<file path="src/rtl/ftbp_pkg.sv">
package ftbp_pkg;

  // Register indexes of the configuration port.
  localparam logic [1:0] RegRulePresent = 2'd0;
  localparam logic [1:0] RegRuleDir     = 2'd1;
  localparam logic [1:0] RegRate        = 2'd2;
  localparam logic [1:0] RegBurstScale  = 2'd3;

  localparam int unsigned CfgIdxW = 2;

  // Nanoseconds in one second.
  localparam logic [63:0] NsPerSecond = 64'd1000000000;

  // Reciprocal of one second scaled by 2^93 and rounded down.
  localparam logic [63:0] NsRecip = 64'd9903520314283042199;

  typedef struct packed {
    logic        direction;
    logic [63:0] group_key;
    logic [63:0] now_time;
    logic [19:0] length;
  } in_item_t;

  typedef struct packed {
    logic rule_applied;
    logic drop;
    logic untracked;
  } out_item_t;

  typedef enum logic [3:0] {
    StIdle,
    StCap,
    StSearch,
    StSearchWait,
    StCreate,
    StMul,
    StDiv,
    StUpdate,
    StWrite,
    StOut
  } state_e;

  // Commands from the controller to the datapath.
  typedef struct packed {
    logic load;        // capture the input item
    logic cap_step;    // one step of the capacity multiply
    logic search_rd;   // issue a read of the search index
    logic search_chk;  // compare the read entry and advance
    logic create;      // take the free slot for a new bucket
    logic mul_step;    // one step of the refill multiply
    logic div_start;   // start the divider
    logic div_step;    // one divider step
    logic update;      // compute tokens and verdict
    logic write;       // write the entry back
    logic untracked;   // record a full table
    logic bypass;      // record an unchecked item
  } ctrl_t;

  // Status from the datapath to the controller.
  typedef struct packed {
    logic applies;
    logic mul_done;
    logic search_last;
    logic hit;
    logic have_free;
    logic div_done;
  } stat_t;

endpackage

</file>
<file path="src/rtl/ftbp_ctrl.sv">
module ftbp_ctrl (
  input  logic            clk_i,
  input  logic            rst_ni,
  input  logic            in_valid_i,
  output logic            in_stall_o,
  output logic            out_valid_o,
  input  logic            out_stall_i,
  input  ftbp_pkg::stat_t stat_i,
  output ftbp_pkg::ctrl_t ctrl_o,
  output logic            busy_o
);

  ftbp_pkg::state_e state_q, state_d;

  always_ff @(posedge clk_i or negedge rst_ni) begin
    if (!rst_ni) begin
      state_q <= ftbp_pkg::StIdle;
    end else begin
      state_q <= state_d;
    end
  end

  // Next state and command decode.
  always_comb begin
    state_d     = state_q;
    ctrl_o      = '0;
    in_stall_o  = 1'b1;
    out_valid_o = 1'b0;
    case (state_q)
      ftbp_pkg::StIdle: begin
        in_stall_o = 1'b0;
        if (in_valid_i) begin
          ctrl_o.load = 1'b1;
          state_d = ftbp_pkg::StCap;
        end
      end
      ftbp_pkg::StCap: begin
        if (!stat_i.applies) begin
          ctrl_o.bypass = 1'b1;
          state_d = ftbp_pkg::StOut;
        end else begin
          ctrl_o.cap_step = 1'b1;
          if (stat_i.mul_done) begin
            ctrl_o.search_rd = 1'b1;
            state_d = ftbp_pkg::StSearchWait;
          end
        end
      end
      ftbp_pkg::StSearch: begin
        ctrl_o.search_rd = 1'b1;
        state_d = ftbp_pkg::StSearchWait;
      end
      ftbp_pkg::StSearchWait: begin
        ctrl_o.search_chk = 1'b1;
        if (stat_i.hit) begin
          state_d = ftbp_pkg::StMul;
        end else if (stat_i.search_last) begin
          state_d = ftbp_pkg::StCreate;
        end else begin
          state_d = ftbp_pkg::StSearch;
        end
      end
      ftbp_pkg::StCreate: begin
        if (stat_i.have_free) begin
          ctrl_o.create = 1'b1;
          state_d = ftbp_pkg::StMul;
        end else begin
          ctrl_o.untracked = 1'b1;
          state_d = ftbp_pkg::StOut;
        end
      end
      ftbp_pkg::StMul: begin
        ctrl_o.mul_step = 1'b1;
        if (stat_i.mul_done) begin
          ctrl_o.div_start = 1'b1;
          state_d = ftbp_pkg::StDiv;
        end
      end
      ftbp_pkg::StDiv: begin
        ctrl_o.div_step = 1'b1;
        if (stat_i.div_done) begin
          state_d = ftbp_pkg::StUpdate;
        end
      end
      ftbp_pkg::StUpdate: begin
        ctrl_o.update = 1'b1;
        state_d = ftbp_pkg::StWrite;
      end
      ftbp_pkg::StWrite: begin
        ctrl_o.write = 1'b1;
        state_d = ftbp_pkg::StOut;
      end
      ftbp_pkg::StOut: begin
        out_valid_o = 1'b1;
        if (!out_stall_i) begin
          state_d = ftbp_pkg::StIdle;
        end
      end
      default: state_d = ftbp_pkg::StIdle;
    endcase
  end

  assign busy_o = (state_q != ftbp_pkg::StIdle);

endmodule

</file>
<file path="config.mk">
export PLATFORM = sky130hd
export DESIGN_NAME = ftbp_ctrl
export DESIGN_NICKNAME = d
export VERILOG_FILES = /design/src/rtl/ftbp_pkg.sv /design/src/rtl/ftbp_ctrl.sv
export SDC_FILE = /design/constraint.sdc
export NUM_CORES = 1
export LEC_CHECK = 0
export ABC_AREA = 1
export ABC_CLOCK_PERIOD_IN_PS = 1600
export BUFFER_PORTS_ARGS = -buffer_cell sky130_fd_sc_hd__clkbuf_2
export CAP_MARGIN = 20
export CORE_AREA = 2 2 39 41
export CTS_CLUSTER_SIZE = 24
export DETAILED_ROUTE_END_ITERATION = 7
export DIE_AREA = 0 0 41 43
export GPL_TIMING_DRIVEN = 1
export HOLD_SLACK_MARGIN = 0.12
export PLACE_DENSITY = 0.64
export SLEW_MARGIN = 5
export SYNTH_ARGS = -nofsm -noshare
export SYNTH_HDL_FRONTEND = slang
export SYNTH_SLANG_ARGS = --single-unit
export TNS_END_PERCENT = 30
</file>
<file path="constraint.sdc">
create_clock -name clk_i -period 1.6 [get_ports clk_i]
set_clock_uncertainty 0.2 [all_clocks]
set_input_delay 0.08 -clock clk_i [delete_from_list [all_inputs] [get_ports clk_i]]
set_output_delay 0.08 -clock clk_i [all_outputs]
set_load 0.02 [all_outputs]
</file>
==> impl_metrics.ini <==
[outcome]
outcome = finished clean

[clocking]
clkSinkCount = 4
cts_buffer_depth = 2
cts_tree = yes
clk_pin_slew_ps = 40
clk_latency_ps = 230
root_buffer = clkbuf_4
htreeDepth = 1
cts_buffers = 3

[placed_design]
hpwl_um = 943
place_area_um2 = 538
dp.cells = 117
pre_cts_ws_ps = 155
port-buffer-count = 24
gp_congestion = 0.825

[floorplan]
die_y_um = 43
die_w_um = 41
core_mm2 = 0.00138
io_pins = 25
core.rowCount = 14
start_util_pct = 29.3
dieArea_mm2 = 0.00176

[power]
peakVddDrop_mv = 0.755
power.total_mw = 1.34
power_leakage_nw = 0.460
power.density_mw_per_mm2 = 1810

[logic_synthesis]
synth_fp_nets = 88
netlist_instances = 78
ys_warn_count = 0
ys_seq_area_share_pct = 24.7
synth_cell_type_count = 12
synth_area_per_cell_um2 = 5.20
synth_seq_cells = 4
synth_area_um2 = 405

[setup_path]
worstPathRequired_ps = 1320
path_buf_inv = 2
crit_chain = inv_2 -> nand2_2 -> nor3_1 -> clkbuf_2
worstReg2RegEnd = state_q[0]$_DFFE_PN0P_
worstSetupStartpointType = register
endpoint_kind = output port
crit_type = reg2out
reg2reg_depth = 9
cp-startpoint = state_q[1]$_DFFE_PN0P_
slowest_stage = dfrtp_2
cp_max_fo = 5
reg2reg_from = state_q[2]$_DFFE_PN0P_
path_delay_family = flip-flops
crit_arrival_ps = 1320
reg2reg_slack_ps = 60
crit_path_max_incr_delay_ps = 440

[sta]
max_freq_mhz = 626
grt_setup_unrepaired = true
finalCriticalPeriod_ps = 1600
drv_slew = 0
fin_ws_ps = 3.73
tightest_slew_ps = 253
finalSetupViolations = 0
min_period_over_period_pct = 99.8
hold_violations = 0
relSlewSlack_pct = 83.0

[finish]
largestRegisters = state_q: 4 flops
layout-drive-gt1-share_pct = 43.1
final-seq-area_um2 = 104
nFillCells = 135
final_cell_area_um2 = 739
final_nets = 128
multiInputGateArea_um2 = 297
layout_common_cells = nand2_1 (23), clkbuf_2 (20), inv_1 (11), nor2_1 (10), dlygate4sd3_1 (9)
antenna_cells = 0
largest_register_ffs = 4
final_common_cell = nand2_1
syn2layout_area_growth_pct = 82.4
final_cells = 132
regMostFlops = state_q

[routing]
wire_per_inst_um = 9.71
dr.pass1.iters = 4
num_vias = 613
drt_iter0_markers = 17
routed_via_density = 4.64
antenna_left = 0
wl_um = 1280
drc = 0

[worst_hold_path]
holdPathStages = 6
hp-class = in2reg
holdPathEnd = state_q[0]$_DFFE_PN0P_
worstHoldStart = in_valid_i

[grt]
gr-total-overflow = 0
track_usage_pct = 16.0
grt_pass1_wl_um = 1930
antenna_found_initial = 0
grt_max_degree = 7
grt_pass1_vias = 543

[job]
cap_violations = 0
-- tightest hold or removal path: stages --
cell and delay (ps):
clkbuf_2 80, inv_1 70, nand3_1 70, nand3_1 120, o21bai_1 90, nand2_1 60
-- cells in the mapped netlist --
master / number / area [um^2]
o21bai_1: 1 / 7.51
nor3_1: 3 / 15.0
nand2_1: 28 / 105
inv_1: 14 / 52.6
a21oi_1: 1 / 5.00
buf_4: 1 / 7.51
nor2_1: 16 / 60.1
nor2_2: 1 / 6.26
or2_2: 1 / 6.26
o21ai_0: 2 / 10.0
nand3_1: 6 / 30.0
dfrtp_1: 4 / 100
-- power by group --
group | switching [mW] | leakage (nW) | internal (mW)
Sequential | 0.0865 | 0.0472 | 0.157
Clock | 0.0373 | 0.0138 | 0.0836
Combinational | 0.597 | 0.399 | 0.375
Total | 0.721 | 0.460 | 0.615
-- worst max-delay path by stage --
stage / end / cells after the start / slack [ps]
floorplan: ctrl_o[9] / 5 / 70
global placement: ctrl_o[9] / 6 / 150
detailed placement: ctrl_o[9] / 6 / 150
CTS: ctrl_o[1] / 5 / -9
global route: state_q[0]$_DFFE_PN0P_ / 9 / -70
finish: ctrl_o[0] / 4 / 4
-- what timing repair did --
| action | CTS | global route |
|---|---|---|
| endpoints found under the hold margin | 8 | 0 |
| setup buffers | 3 | 0 |
| endpoints found under the setup margin | 4 | 14 |
| hold buffers | 9 | 0 |
| pin swaps | 2 | 4 |
| gates resized for setup | 10 | 21 |
-- per-layer routing --
layer | global-route usage, % | routed length (um) | vias up
met5 | 0 | 0 | -
met4 | 7.33 | 10 | 0
met3 | 5.24 | 65 | 2
met2 | 27.5 | 726 | 19
met1 | 16.2 | 480 | 276
li1 | - | - | 316
-- through the flow --
stage	TNS [ps]	hold WS, ps	util (%)
after global routing	-334	262	53.4
after floorplan	0	-416	-
after detailed placement	0	-310	38.9
after CTS	-8.96	133	50.0
final	0	170	53.4
after global placement	0	-309	38.9
-- cell families after synthesis --
family	synth area share [%]
buffers and inverters	14.8
AOI/OAI and AO/OA	5.56
and+or+nand+nor	54.9
DFF	24.7
-- area by class of cell --
class,instances,share of cell area [%]
sequential,4,14.0
timing repair buffer,36,33.0
multi-input combinational,59,40.1
inverter,14,7.11
clock buffer,3,3.05
tap,16,2.71
Note: power is estimated with default switching activity, not from simulation.
